File: config.mk
export PLATFORM = sky130hd
export DESIGN_NAME = sgs_fifo
export DESIGN_NICKNAME = d
export VERILOG_FILES = /design/src/design/sgs_pkg.sv /design/src/design/sgs_fifo.sv
export SDC_FILE = /design/constraint.sdc
export NUM_CORES = 1
export LEC_CHECK = 0
export BUFFER_PORTS_ARGS = -buffer_cell sky130_fd_sc_hd__clkbuf_2
export CAP_MARGIN = 10
export CORE_UTILIZATION = 55
export CTS_CLUSTER_SIZE = 14
export DETAILED_ROUTE_END_ITERATION = 6
export PLACE_DENSITY = 0.83
export REMOVE_ABC_BUFFERS = 1
export SKIP_CTS_REPAIR_TIMING = 1
export SYNTH_ARGS = -nofsm -noshare
export SYNTH_HDL_FRONTEND = slang
export SYNTH_SLANG_ARGS = --single-unit
File: constraint.sdc
create_clock -name clk -period 3.4 [get_ports clk]
set_input_delay 0.34 -clock clk [delete_from_list [all_inputs] [get_ports clk]]
set_output_delay 0.34 -clock clk [all_outputs]
set_load 0.05 [all_outputs]
File: src/design/sgs_pkg.sv
// ----------------------------------------------------------------------------
// sgs_pkg: shared types and constants of the Sobel gradient sector block
// Widths, line store depth and the record passed from front end to back end.
// ----------------------------------------------------------------------------
package sgs_pkg;

  localparam int MAX_WIDTH = 2048;
  localparam int COL_W     = $clog2(MAX_WIDTH);
  localparam int ROW_W     = 12;
  localparam int CFG_W     = 12;
  localparam int PIX_W     = 8;
  localparam int GRAD_W    = 11;
  localparam int MAG_W     = 11;
  localparam int DIR_W     = 4;
  localparam int Q_DEPTH   = 2;

  // Register indexes on the configuration port.
  localparam logic REG_WIDTH  = 1'b0;
  localparam logic REG_HEIGHT = 1'b1;

  // Direction sector codes; the last one marks an undefined direction.
  localparam logic [DIR_W-1:0] SEC0 = 4'd0, SEC1 = 4'd1, SEC2 = 4'd2, SEC3 = 4'd3,
                               SEC4 = 4'd4, SEC5 = 4'd5, SEC6 = 4'd6, SEC7 = 4'd7;
  localparam logic [DIR_W-1:0] SEC_UNDEF = 4'd8;

  // Gradient record handed from the front end to the back end.
  typedef struct packed {
    logic signed [GRAD_W-1:0] gx;
    logic signed [GRAD_W-1:0] gy;
    logic                     clr_max;
    logic                     last;
  } grad_rec_t;

endpackage

File: src/design/sgs_fifo.sv
// ----------------------------------------------------------------------------
// sgs_fifo: short queue of gradient records
// Decouples the pixel front end from the magnitude and sector back end.
// ----------------------------------------------------------------------------
module sgs_fifo import sgs_pkg::*; (
  input  logic      clk,
  input  logic      rst_n,
  input  logic      push,
  input  grad_rec_t wdata,
  input  logic      pop,
  output grad_rec_t rdata,
  output logic      full,
  output logic      empty
);

  localparam int PTR_W = $clog2(Q_DEPTH);

  grad_rec_t          mem_r [Q_DEPTH];
  logic [PTR_W-1:0]   wp_r, rp_r;
  logic [PTR_W:0]     cnt_r;

  assign full  = cnt_r == (PTR_W+1)'(Q_DEPTH);
  assign empty = cnt_r == '0;
  assign rdata = mem_r[rp_r];

  always_ff @(posedge clk) begin
    if (push) mem_r[wp_r] <= wdata;
  end

  // Pointers wrap at the queue depth.
  always_ff @(posedge clk) begin
    if (!rst_n) begin
      wp_r  <= '0;
      rp_r  <= '0;
      cnt_r <= '0;
    end else begin
      if (push) wp_r <= (wp_r == PTR_W'(Q_DEPTH-1)) ? '0 : wp_r + PTR_W'(1);
      if (pop)  rp_r <= (rp_r == PTR_W'(Q_DEPTH-1)) ? '0 : rp_r + PTR_W'(1);
      cnt_r <= cnt_r + (PTR_W+1)'(push) - (PTR_W+1)'(pop);
    end
  end

endmodule

==> flow_summary.toml, run 1 <==
[final_layout]
final_cell_mix = "53 x clkbuf_2, 48 x edfxtp_1, 20 x mux2_4"
antennaDiodeCount = 0
final_cells = 201
final_nets = 185
multiInputGateArea_sq_um = 465
fillCellCount = 246
layout.area.seq_sq_um = 1540
mostFrequentLayoutCell = "clkbuf_2"
syn2layout_area_growth_pct = 17.9
stdcell_area_sq_um = 2430
drive_gt1_share_pct = 55.5

[timing]
skew_ps = 1.61
fmax_mhz = 436
rsz0062_at_grt = "no"
setup_viol = 0
slew_viol_final = 0
period_share_pct = 67.4
hold_violations = 0
setup_tns_ps = 0
min_period_ps = 2290
worstMarginPinSlew_ps = 1160
maxSlewHeadroom_pct = 22.5

[power_and_ir_drop]
p_comb_share_pct = 21.0
p_int_uw = 990
p_per_area_nw_per_um2 = 567
p_sw_share_pct = 28.2
pwr-share-seq_pct = 55.9
ir_drop_mv = 0.389
p_clk_share_pct = 23.1
p_leak_nw = 0.992
switchingPower_uw = 389

[synthesis]
yosysUniqueCellTypes = 14
yosys-top-cells-area = "edfxtp_1 70%, mux2_4 15%, dfxtp_1 4.9%, mux2_2 2.2%, buf_12 1.9%"
ys_ff_latch = 53
yosysWarnings = 0
yosys.area.top_type = "edfxtp_1"
syn_area_per_cell_sq_um = 21.5
synth_area_sq_um = 2060
yosysTopAreaCellShare_pct = 69.9
syn-instance-count = 96
ys_seq_area_share_pct = 74.7

[grt]
grt_usage_pct = 16.2
grt_max_degree = 25
grt_pass1_wl_um = 4530
antenna_found_initial = 0
grt_pass1_vias = 993
overflow = 0

[route]
detail_route.drc_violations = 0
dr.first_iter.drc_count = 32
vias_per_cell = 4.92
ant_nets = 0
drt_wl_total_um = 3010
vias = 989
drtPass1Iterations = 3
wl_per_cell_um = 15.0

[clock_tree]
clock_latency_ps = 290
cts_buffers = 5
clkTransAtPathRegs_ps = 80
clkSinkCount = 53
htree_levels = 2
cts_root_buf = "clkbuf_8"
cts_tree = "built"
cts_buffer_depth = 2

[hold_path]
hold_depth = 1
hold_class = "primary input to flop"

[setup_path]
reg2reg_depth = 1
crit_required_ps = 3060
reg2reg_slack_ps = 1750
critPathMaxFanout = 14
cp-start-kind = "flop"
crit_type = "flop to output port"
end_kind = "output port"
arrival_ps = 1950

[placed_design]
post_dp_cell_area_sq_um = 2350
gp_congestion = 0.636
dp_hpwl_um = 2110
port_buffers = 53
placed_cells = 194

[die]
die-height_um = 63.3
coreArea_sq_um = 3470
dieArea_sq_um = 4000
die_w_um = 63.3
ios = 54
fp-row-count = 21
initial_core_util_pct = 59.5

[status]
status = "completed"

[job]
maxCapViolations = 0
==> Yosys cell counts (all sizes together) <==
cell,number
xor2,1
xnor3,1
buf,3
inv,2
dfxtp,5
nor2b,4
ha,2
mux2,24
and2,4
edfxtp,48
o21a,1
nor2,1
==> flip-flops by register name, indices dropped and copies added, names as in the netlist, named ones only <==
name and count:
cnt_r 2, mem_r 48, rp_r 1, wp_r 1
==> power by group through the flow <==
| stage | sequential, mW | combinational [mW] | clock, mW |
|---|---|---|---|
| finish | 0.771 | 0.289 | 0.319 |
| global route | 0.775 | 0.304 | 0.351 |
| CTS | 0.771 | 0.292 | 0.328 |
| detailed placement | 0.786 | 0.292 | 0 |
| global placement | 0.783 | 0.286 | 0 |
| floorplan | 0.787 | 0.223 | 0 |
==> final timing paths <==
| kind | from | endpoint |
|---|---|---|
| hold / removal | wdata[4] | mem_r[0][4] |
| setup / recovery | flop | rdata[14] |
| hold reg to reg | rp_r | rp_r |
| setup reg to reg | wp_r | mem_r[1][18] |
==> metal layers <==
layer | up-vias | global-route usage, % | part of all wire (%)
li1 | 477 | - | -
met1 | 471 | 18.1 | 42
met2 | 37 | 26.6 | 52
met3 | 4 | 6.34 | 5.2
met4 | 0 | 8.52 | 0.96
met5 | - | 0 | 0
==> stage by stage <==
step	hold slack, ps	util, %	setup WS (ps)	total power [mW]
after floorplan	439	-	1470	1.01
after global placement	528	67.8	1470	1.07
after detailed placement	533	67.8	1420	1.08
after CTS	217	70.1	1080	1.39
after global routing	213	70.1	1010	1.43
final	230	70.1	1110	1.38
==> kinds of logic after synthesis <==
logic type,Yosys count,synth area share [%]
flip-flops,53,74.7
multiplexers,24,16.7
AND/OR/NAND/NOR,9,2.61
buffers and inverters,5,2.85
XOR/XNOR,2,1.52
adder cells (fa/ha/maj),2,1.21
AO/OA/AOI/OAI,1,0.364
==> worst max-delay path: stages (launching register included) <==
cell,delay (ps)
dfxtp_1,700
buf_4,390
mux2_4,330
clkbuf_2,230
==> area by class of cell <==
type,instances,share of cell area [%]
well taps,46,2.37
flip-flops and latches,53,63.4
repair buffers,55,11.5
clock inverters,2,0.463
clock buffers,5,2.83
inverters,2,0.309
multi-input cells,38,19.1
No activity file was read; power rests on OpenSTA's default activity.
==> inputs of run 2 (changes only) <==
CORE_UTILIZATION = 51   (was 55)
PLACE_DENSITY = 0.77   (was 0.83)
clock period = 2.3 ns   (was 3.4 ns; I/O delays follow)
==> run 2 against run 1 <==
Effect of this change: sequential share of layout area down 1.5 points; design area up 2.5%; register-to-register slack worse by 850 ps; critical endpoint is now rdata[20]; largest power group unchanged.
==> flow_summary.toml, run 2 (synthesis gave the netlist of run 1 again) <==
[status]
status = "completed"

[final_layout]
largest-register = "mem_r"
drive_gt1_share_pct = 56.3
mostFrequentLayoutCell = "clkbuf_2"
largest_register_ff_count = 48
final_cell_mix = "53 x clkbuf_2, 48 x edfxtp_1, 20 x mux2_4"
syn2layout_area_growth_pct = 20.8
finish.utilization_pct = 66.1
top_regs = "mem_r (48), cnt_r (2)"
final_cells = 206
fillCellCount = 270
final_nets = 187
antennaDiodeCount = 0

[clock_tree]
cts_buffers = 5
cts_tree = "built"
htree_levels = 2
cts_buffer_depth = 2
cts_root_buf = "clkbuf_8"
clkSinkCount = 53
clock_latency_ps = 310
clkTransAtPathRegs_ps = 90

[hold_path]
hold_class = "primary input to flop"

[power_and_ir_drop]
p_leak_nw = 1.02
power.total_mw = 2.17
p_per_area_nw_per_um2 = 871
ir_drop_mv = 0.549

[route]
wl_per_cell_um = 14.0
dr.first_iter.drc_count = 36
drt_wl_total_um = 2890
drtPass1Iterations = 4
vias_per_cell = 4.83
detail_route.drc_violations = 0
vias = 995
ant_nets = 0

[die]
coreArea_sq_um = 3770
die_w_um = 65.6
die-height_um = 65.6
dieArea_sq_um = 4300
initial_core_util_pct = 54.7
ios = 54
fp-row-count = 22

[placed_design]
placed_cells = 198
dp_hpwl_um = 2090
port_buffers = 53
gp_congestion = 0.635

[grt]
overflow = 0
antenna_found_initial = 0
grt_max_degree = 17
grt_pass1_wl_um = 4560
grt_pass1_vias = 993
grt_usage_pct = 15.4

[setup_path]
critPathMaxFanout = 13
crit_required_ps = 2070
end_kind = "output port"
cp-start-kind = "flop"
arrival_ps = 1490
crit_type = "flop to output port"
reg2reg_slack_ps = 900

[timing]
rsz0062_at_grt = "no"
setup_tns_ps = 0
period_share_pct = 74.7
setup_viol = 0
skew_ps = 8.37
slew_viol_final = 0
fmax_mhz = 582
min_period_ps = 1720
worstMarginPinSlew_ps = 495
hold_violations = 0
maxSlewHeadroom_pct = 66.9

[job]
maxCapViolations = 0
[run 2: changes by cell type in the layout (fill, tap and decap cells not counted)]
cell       before  now
buf_12          0    1
buf_4           2    3
bufinv_16       0    1
[run 2: routing by layer]
layer	vias up	global-route usage [%]	wire length, um
met5	-	0	0
met1	471	16.7	1150
met2	33	27.1	1540
met3	4	5.38	152
met4	0	6.52	46
li1	487	-	-
[run 2: path summary, 6_finish.rpt]
path	start	end	depth (start not counted)
max	flop	rdata[20]	3
min	wdata[16]	mem_r[0][16]	1
max reg2reg	wp_r	mem_r[0][4]	2
min reg2reg	rp_r	rp_r	2
[run 2: final cells by class]
type                    instances  area, sq um  share of cell area [%]
repair buffers                 57          308                    12.3
inverters                       2         7.51                   0.301
well taps                      48         60.1                    2.41
multi-input cells              38          465                    18.7
flip-flops and latches         53         1540                    61.8
clock buffers                   5         68.8                    2.76
clock inverters                 3         41.3                    1.66
[run 2: metrics by stage]
stage,hold WS [ps],instance area (sq um),setup slack [ps]
floorplan,329,2010,464
global placement,421,2380,906
detailed placement,424,2380,832
CTS,99.3,2490,557
global route,94.9,2490,507
finish,111,2490,583
[run 2: critical path, stage by stage (launching register included)]
cell	delay, ps
dfxtp_1	330
buf_4	240
mux2_2	370
clkbuf_2	240
[run 2: report_power, final]
part	internal [mW]	switching, mW	total [mW]
logic	0.153	0.285	0.438
clock network	0.320	0.283	0.603
registers	1.11	0.0193	1.13
