$ cat config.mk
export PLATFORM = sky130hd
export DESIGN_NAME = sgs_back_flat
export DESIGN_NICKNAME = d
export VERILOG_FILES = /design/src/design/sgs_pkg.sv /design/src/design/sgs_if.sv /design/src/design/sgs_back.sv /design/src/flat_wrapper.sv
export SDC_FILE = /design/constraint.sdc
export NUM_CORES = 2
export LEC_CHECK = 0
export ABC_AREA = 0
export BUFFER_PORTS_ARGS = -buffer_cell sky130_fd_sc_hd__buf_2
export CORE_MARGIN = 2
export CORE_UTILIZATION = 35
export CTS_CLUSTER_DIAMETER = 120
export DETAILED_ROUTE_END_ITERATION = 7
export PLACE_DENSITY_LB_ADDON = 0.3
export SLEW_MARGIN = 20
export SYNTH_ARGS = -nofsm -noshare
export SYNTH_HDL_FRONTEND = slang
export SYNTH_SLANG_ARGS = --single-unit
export TNS_END_PERCENT = 30
$ cat constraint.sdc
create_clock -name clk -period 19.6 [get_ports clk]
set_clock_uncertainty 0.1 [all_clocks]
set_input_delay 3.92 -clock clk [delete_from_list [all_inputs] [get_ports clk]]
set_output_delay 3.92 -clock clk [all_outputs]
set_load 0.03 [all_outputs]
$ cat src/design/sgs_pkg.sv
// ----------------------------------------------------------------------------
// sgs_pkg: shared types and constants of the Sobel gradient sector block
// Widths, line store depth and the record passed from front end to back end.
// ----------------------------------------------------------------------------
package sgs_pkg;

  localparam int MAX_WIDTH = 2048;
  localparam int COL_W     = $clog2(MAX_WIDTH);
  localparam int ROW_W     = 12;
  localparam int CFG_W     = 12;
  localparam int PIX_W     = 8;
  localparam int GRAD_W    = 11;
  localparam int MAG_W     = 11;
  localparam int DIR_W     = 4;
  localparam int Q_DEPTH   = 2;

  // Register indexes on the configuration port.
  localparam logic REG_WIDTH  = 1'b0;
  localparam logic REG_HEIGHT = 1'b1;

  // Direction sector codes; the last one marks an undefined direction.
  localparam logic [DIR_W-1:0] SEC0 = 4'd0, SEC1 = 4'd1, SEC2 = 4'd2, SEC3 = 4'd3,
                               SEC4 = 4'd4, SEC5 = 4'd5, SEC6 = 4'd6, SEC7 = 4'd7;
  localparam logic [DIR_W-1:0] SEC_UNDEF = 4'd8;

  // Gradient record handed from the front end to the back end.
  typedef struct packed {
    logic signed [GRAD_W-1:0] gx;
    logic signed [GRAD_W-1:0] gy;
    logic                     clr_max;
    logic                     last;
  } grad_rec_t;

endpackage

$ cat src/design/sgs_if.sv


interface sgs_out_if import sgs_pkg::*; ();
  logic                     valid;
  logic                     ready;
  logic signed [GRAD_W-1:0] grad_x;
  logic signed [GRAD_W-1:0] grad_y;
  logic [MAG_W-1:0]         magnitude;
  logic [DIR_W-1:0]         direction;
  logic [MAG_W-1:0]         frame_max;
  logic                     frame_last;
  modport source (output valid, grad_x, grad_y, magnitude, direction, frame_max,
                  frame_last, input ready);
  modport sink   (input valid, grad_x, grad_y, magnitude, direction, frame_max,
                  frame_last, output ready);
endinterface

$ cat src/design/sgs_back.sv
// ----------------------------------------------------------------------------
// sgs_back: magnitude, direction sector and frame maximum
// Squares the gradients, runs an iterative square root, classifies the
// direction and drives the registered result channel.
// ----------------------------------------------------------------------------
module sgs_back import sgs_pkg::*; (
  input  logic      clk,
  input  logic      rst_n,
  input  logic      q_empty,
  input  grad_rec_t q_data,
  output logic      q_pop,
  sgs_out_if.source out_ch
);

  typedef enum logic [1:0] {B_IDLE, B_MUL, B_SQRT, B_DONE} bstate_t;

  localparam int SQ_W  = 21;
  localparam int PRD_W = 24;

  bstate_t          state_r;
  grad_rec_t        rec_r;
  logic [DIR_W-1:0] dir_r;
  logic [SQ_W-1:0]  v_r;
  logic [SQ_W:0]    res_r;
  logic [SQ_W-1:0]  bit_r;
  logic [MAG_W-1:0] max_r;

  logic signed [PRD_W-1:0] lhs, r_p2414, r_m2414, r_p414, r_m414;
  logic lt_p2414, lt_m2414, lt_p414, lt_m414, gt_p2414, gt_m414;
  logic p, n, up, dn;
  logic [DIR_W-1:0] dir_c;
  logic [SQ_W:0]    trial;
  logic [MAG_W-1:0] mag, base, new_max;
  logic             out_free;

  assign out_free = !out_ch.valid || out_ch.ready;
  assign q_pop    = (state_r == B_IDLE) && !q_empty;

  // Ratio tests gy/gx against the sector limits, scaled by 1000.
  always_comb begin
    lhs     = PRD_W'(rec_r.gy) * PRD_W'(1000);
    r_p2414 = PRD_W'(rec_r.gx) * PRD_W'(2414);
    r_m2414 = PRD_W'(rec_r.gx) * -PRD_W'(2414);
    r_p414  = PRD_W'(rec_r.gx) * PRD_W'(414);
    r_m414  = PRD_W'(rec_r.gx) * -PRD_W'(414);
    p  = !rec_r.gx[GRAD_W-1];
    n  = !p;
    up = !rec_r.gy[GRAD_W-1] && (rec_r.gy != '0);
    dn = rec_r.gy[GRAD_W-1];
    lt_p2414 = p ? (lhs < r_p2414) : (lhs > r_p2414);
    lt_m2414 = p ? (lhs < r_m2414) : (lhs > r_m2414);
    lt_p414  = p ? (lhs < r_p414)  : (lhs > r_p414);
    lt_m414  = p ? (lhs < r_m414)  : (lhs > r_m414);
    gt_p2414 = p ? (lhs > r_p2414) : (lhs < r_p2414);
    gt_m414  = p ? (lhs > r_m414)  : (lhs < r_m414);
    if ((p && dn && lt_m2414) || (n && dn && gt_p2414))     dir_c = SEC0;
    else if (p && dn && lt_m414)                            dir_c = SEC1;
    else if ((p && dn && gt_m414) || (p && up && lt_p414))  dir_c = SEC2;
    else if (p && up && lt_p2414)                           dir_c = SEC3;
    else if ((p && up && gt_p2414) || (n && up && lt_m2414)) dir_c = SEC4;
    else if (n && up && lt_m414)                            dir_c = SEC5;
    else if ((n && up && gt_m414) || (n && dn && lt_p414))  dir_c = SEC6;
    else if (n && dn && lt_p2414)                           dir_c = SEC7;
    else                                                    dir_c = SEC_UNDEF;
  end

  // One square root step and the frame maximum update.
  assign trial   = res_r + {1'b0, bit_r};
  assign mag     = res_r[MAG_W-1:0];
  assign base    = rec_r.clr_max ? '0 : max_r;
  assign new_max = (mag > base) ? mag : base;

  always_ff @(posedge clk) begin
    if (!rst_n) begin
      state_r      <= B_IDLE;
      max_r        <= '0;
      out_ch.valid <= 1'b0;
    end else begin
      if (out_ch.valid && out_ch.ready && state_r != B_DONE) out_ch.valid <= 1'b0;
      case (state_r)
        B_IDLE: begin
          if (!q_empty) begin
            rec_r   <= q_data;
            state_r <= B_MUL;
          end
        end
        B_MUL: begin
          v_r     <= SQ_W'(32'(rec_r.gx * rec_r.gx)) + SQ_W'(32'(rec_r.gy * rec_r.gy));
          res_r   <= '0;
          bit_r   <= SQ_W'(1) << (SQ_W-1);
          dir_r   <= dir_c;
          state_r <= B_SQRT;
        end
        B_SQRT: begin
          if ({1'b0, v_r} >= trial) begin
            v_r   <= v_r - SQ_W'(trial);
            res_r <= (res_r >> 1) + {1'b0, bit_r};
          end else begin
            res_r <= res_r >> 1;
          end
          bit_r <= bit_r >> 2;
          if (bit_r[0]) state_r <= B_DONE;
        end
        B_DONE: begin
          if (out_free) begin
            out_ch.valid      <= 1'b1;
            out_ch.grad_x     <= rec_r.gx;
            out_ch.grad_y     <= rec_r.gy;
            out_ch.magnitude  <= mag;
            out_ch.direction  <= dir_r;
            out_ch.frame_max  <= new_max;
            out_ch.frame_last <= rec_r.last;
            max_r   <= rec_r.last ? '0 : new_max;
            state_r <= B_IDLE;
          end
        end
        default: state_r <= B_IDLE;
      endcase
    end
  end

endmodule

$ cat src/flat_wrapper.sv
// flat-port wrapper written by rule: the top's interface ports become plain ports
module sgs_back_flat import sgs_pkg::*;
  (clk, rst_n, q_empty, q_data, q_pop, out_ch_valid, out_ch_grad_x, out_ch_grad_y, out_ch_magnitude, out_ch_direction, out_ch_frame_max, out_ch_frame_last, out_ch_ready);
  sgs_out_if out_ch_i ();
  input  logic clk;
  input  logic rst_n;
  input  logic q_empty;
  input  grad_rec_t q_data;
  output logic q_pop;
  output wire logic [$bits(out_ch_i.valid)-1:0] out_ch_valid;
  output wire logic [$bits(out_ch_i.grad_x)-1:0] out_ch_grad_x;
  output wire logic [$bits(out_ch_i.grad_y)-1:0] out_ch_grad_y;
  output wire logic [$bits(out_ch_i.magnitude)-1:0] out_ch_magnitude;
  output wire logic [$bits(out_ch_i.direction)-1:0] out_ch_direction;
  output wire logic [$bits(out_ch_i.frame_max)-1:0] out_ch_frame_max;
  output wire logic [$bits(out_ch_i.frame_last)-1:0] out_ch_frame_last;
  input wire logic [$bits(out_ch_i.ready)-1:0] out_ch_ready;
  assign out_ch_valid = out_ch_i.valid;
  assign out_ch_grad_x = out_ch_i.grad_x;
  assign out_ch_grad_y = out_ch_i.grad_y;
  assign out_ch_magnitude = out_ch_i.magnitude;
  assign out_ch_direction = out_ch_i.direction;
  assign out_ch_frame_max = out_ch_i.frame_max;
  assign out_ch_frame_last = out_ch_i.frame_last;
  assign out_ch_i.ready = out_ch_ready;
  sgs_back u_core (.clk(clk), .rst_n(rst_n), .q_empty(q_empty), .q_data(q_data), .q_pop(q_pop), .out_ch(out_ch_i));
endmodule
==> qor.csv <==
stage,metric,value,unit
sta,endpoints failing hold,0,
floorplanning,die area,0.0828,mm2
hold_path,Hold Path Sink,u_core.max_r[0]$_SDFFE_PN0P_,
sta,final worst-path cycle share,48.2,%
critical_path,CP startpoint kind,register,
sta,final worst setup slack,10150,ps
place,pre-CTS setup slack,10290,ps
place,Inst Count DP,3987,
grt,largest net degree at the start of global routing,46,
clocking,hold_buf cts,0,
synth,post-synth top area cell,fa_1,
floorplanning,chip width,288,um
synth,Synth top area share,29.6,%
sta,Final Max Tran Viols,0,
sta,Final setup viols,0,
grt,vias in the first global route,20400,
hold_path,worst hold path type,reg -> reg,
critical_path,Setup CP Type,reg -> reg,
floorplanning,# IOs,79,
clocking,Longest Clk Path Bufs,2,
hold_path,hold path startpoint,u_core.max_r[0]$_SDFFE_PN0P_,
grt,gr ovfl total,0,
routing,Final Routed Wirelength,75400,um
grt,initial antenna violation count,1,
sta,min Tclk post-route,9450,ps
critical_path,"Max stage delay cell, worst path",edfxtp_1,
finish,most frequent cells in the layout,"inv_1, ha_1, fa_1, nor2_1, edfxtp_1",
sta,Final TNS setup,0,ps
routing,initial DRC count,1084,
clocking,Skew-Pair Late Insertion Delay,470,ps
place,# port buffers,78,
routing,DRC Markers,0,
sta,maximum clock rate,0.106,GHz
synth,Yosys warnings,0,
critical_path,FF-to-FF End,u_core.dir_r[1]$_SDFFCE_PP0P_,
routing,via count,19700,
routing,Via density,4.89,
clocking,htree depth,4,
routing,drt pass-1 iters,7,
synth,"Top FF cell, synth",edfxtp_1,
floorplanning,Die Y,288,um
grt,GR Util All Layers,19.0,%
finish,"Net count, final",3888,
finish,"commonest non-fill, non-tap cell in the layout",inv_1,
sta,Rel. slew slack,25.0,%
synth,mapped cell area,0.0282,mm2
clocking,TritonCTS Sinks,145,
critical_path,R2R cell count,28,
synth,Post-synth EDFFs,131,
finish,layout cells sized above 1,6.25,%
place,Placer Congestion,0.911,
floorplanning,core footprint,0.0802,mm2
sta,RSZ-0062 raised after global routing,false,
synth,Synth Instances,2843,
place,dpl hpwl,62900,um
hold_path,hold path cells,2,
synth,Synth cell types,76,
critical_path,Reg2Reg Setup Slack,10150,ps
synth,Synth area leaders,"fa_1, ha_1, edfxtp_1, inv_1, xnor2_1",
clocking,"Setup Fix Bufs, Post-CTS",0,
finish,Final Non-Filler Cells,4021,
critical_path,cell mode on critical path,ha_1,
critical_path,worst r2r src,u_core.rec_r[3]$_DFFE_PP_,
routing,DRT antenna net count,0,
synth,Mapped Nets,3785,
synth,ys async rst share,0,%
synth,Seq cells post-synth,145,
outcome,status,finished clean,
floorplanning,initial core utilization,35.1,%
clocking,CTS tree,done,
routing,Wirelength per Cell,18.7,um
clocking,clk slew on worst S/H paths,90,ps
clocking,Post-CTS Resized,0,
clocking,Root Driver,clkbuf_16,
clocking,Num CTS Buffers,17,
grt,first-pass GRT wire length,119000,um
critical_path,worst-path maximum fanout,14,
synth,Avg Inst Size Synth,9.91,um2
finish,P&R area growth vs syn,8.81,%
synth,sequential area share after synthesis,15.0,%
critical_path,CP required,19700,ps
flow_run,number of max-cap violations,0,
finish,post-layout util,38.2,%
sta,Worst-Margin Slew,1120,ps
critical_path,CP endpoint kind,register,
critical_path,CP peak stage delay,1010,ps
critical_path,CP arrival,9560,ps
floorplanning,Row Count,104,
[cell type report]
| cell class | count | area [um2] |
|---|---|---|
| clock inverters | 15 | 180 |
| multi-input cells | 2007 | 21400 |
| well taps | 1060 | 1330 |
| diodes | 2 | 5.00 |
| fillers | 8084 | 49500 |
| inverters | 665 | 2500 |
| clock buffers | 17 | 425 |
| flip-flops and latches | 145 | 4210 |
| repair buffers | 110 | 638 |
[worst max-delay path by stage]
stage | from | to | depth (start not counted)
after floorplan | q_empty | q_pop | 1
after global placement | u_core.rec_r[3]$_DFFE_PP_ | u_core.dir_r[1]$_SDFFCE_PP0P_ | 28
after detailed placement | u_core.rec_r[3]$_DFFE_PP_ | u_core.dir_r[1]$_SDFFCE_PP0P_ | 28
after CTS | u_core.rec_r[3]$_DFFE_PP_ | u_core.dir_r[1]$_SDFFCE_PP0P_ | 28
after global routing | u_core.rec_r[3]$_DFFE_PP_ | u_core.dir_r[1]$_SDFFCE_PP0P_ | 28
final | u_core.rec_r[3]$_DFFE_PP_ | u_core.dir_r[1]$_SDFFCE_PP0P_ | 28
[per-stage QoR]
| stage | hold slack [ps] | cell area, um2 |
|---|---|---|
| floorplan | 300 | 28200 |
| global placement | 381 | 30000 |
| detailed placement | 381 | 30000 |
| CTS | 407 | 30600 |
| global route | 423 | 30600 |
| finish | 413 | 30700 |
[state kept, by name, summed over array words and instances (netlist names), 2 cells and up]
register                 cells
u_core.state_r               2
u_core.out_ch.magnitude     11
u_core.v_r                  21
u_core.out_ch.grad_x        11
u_core.out_ch.frame_max     11
u_core.res_r                22
u_core.out_ch.grad_y        11
u_core.dir_r                 4
u_core.rec_r                22
u_core.out_ch.direction      4
u_core.max_r                11
u_core.bit_r                11
[cells by family after synthesis]
logic type | synth area share, %
adders and majority gates | 51.7
and+or+nand+nor | 8.59
buffers and inverters | 9.27
muxes | 0.631
AOI/OAI and AO/OA | 9.61
DFF | 15.0
xor gates and xnor gates | 5.25
[worst max-delay path, delay by kind of cell (launching register included)]
kind / cells / cell delay, ps
buf+inv: 4 / 890
compound gates: 13 / 3540
flops: 1 / 1010
xor+xnor: 1 / 110
simple gates: 4 / 1080
fa+ha+maj: 6 / 2460
[cell usage after synthesis, types with 6 or more instances]
cell        n
a211oi_1   17
nor4_1      8
clkbuf_1   20
o211ai_1    6
nor2_1    162
o41ai_1     7
edfxtp_1  131
o21ai_0    71
nand3_1    50
or3_1      11
o21bai_1   22
mux2i_1    11
xnor2_1   102
nand2_1   109
a31oi_1    19
a21oi_1   110
and3_1     14
o22ai_1     7
o21a_1     17
a21o_1     37
a22oi_1    10
fa_1      416
dfxtp_1    14
nand2b_1   30
nand4_1    18
and2_1     24
ha_1      498
nor2b_1    13
nand3b_1    9
xor2_1     67
mux2_2      6
inv_1     660
nor3_1     31
or2_2      12
o31ai_1    10
a31o_2      7
[layer usage]
metal / up-vias / routed length (um) / global-route usage, %
li1: 9500 / - / -
met1: 9731 / 34900 / 26.2
met2: 362 / 36500 / 32.2
met3: 66 / 2540 / 1.91
met4: 0 / 1470 / 4.21
met5: - / 0 / 0
Power is left out: the tool's default activity adds up to more than one toggle a clock period on the data nets, which glitch-free logic cannot reach.
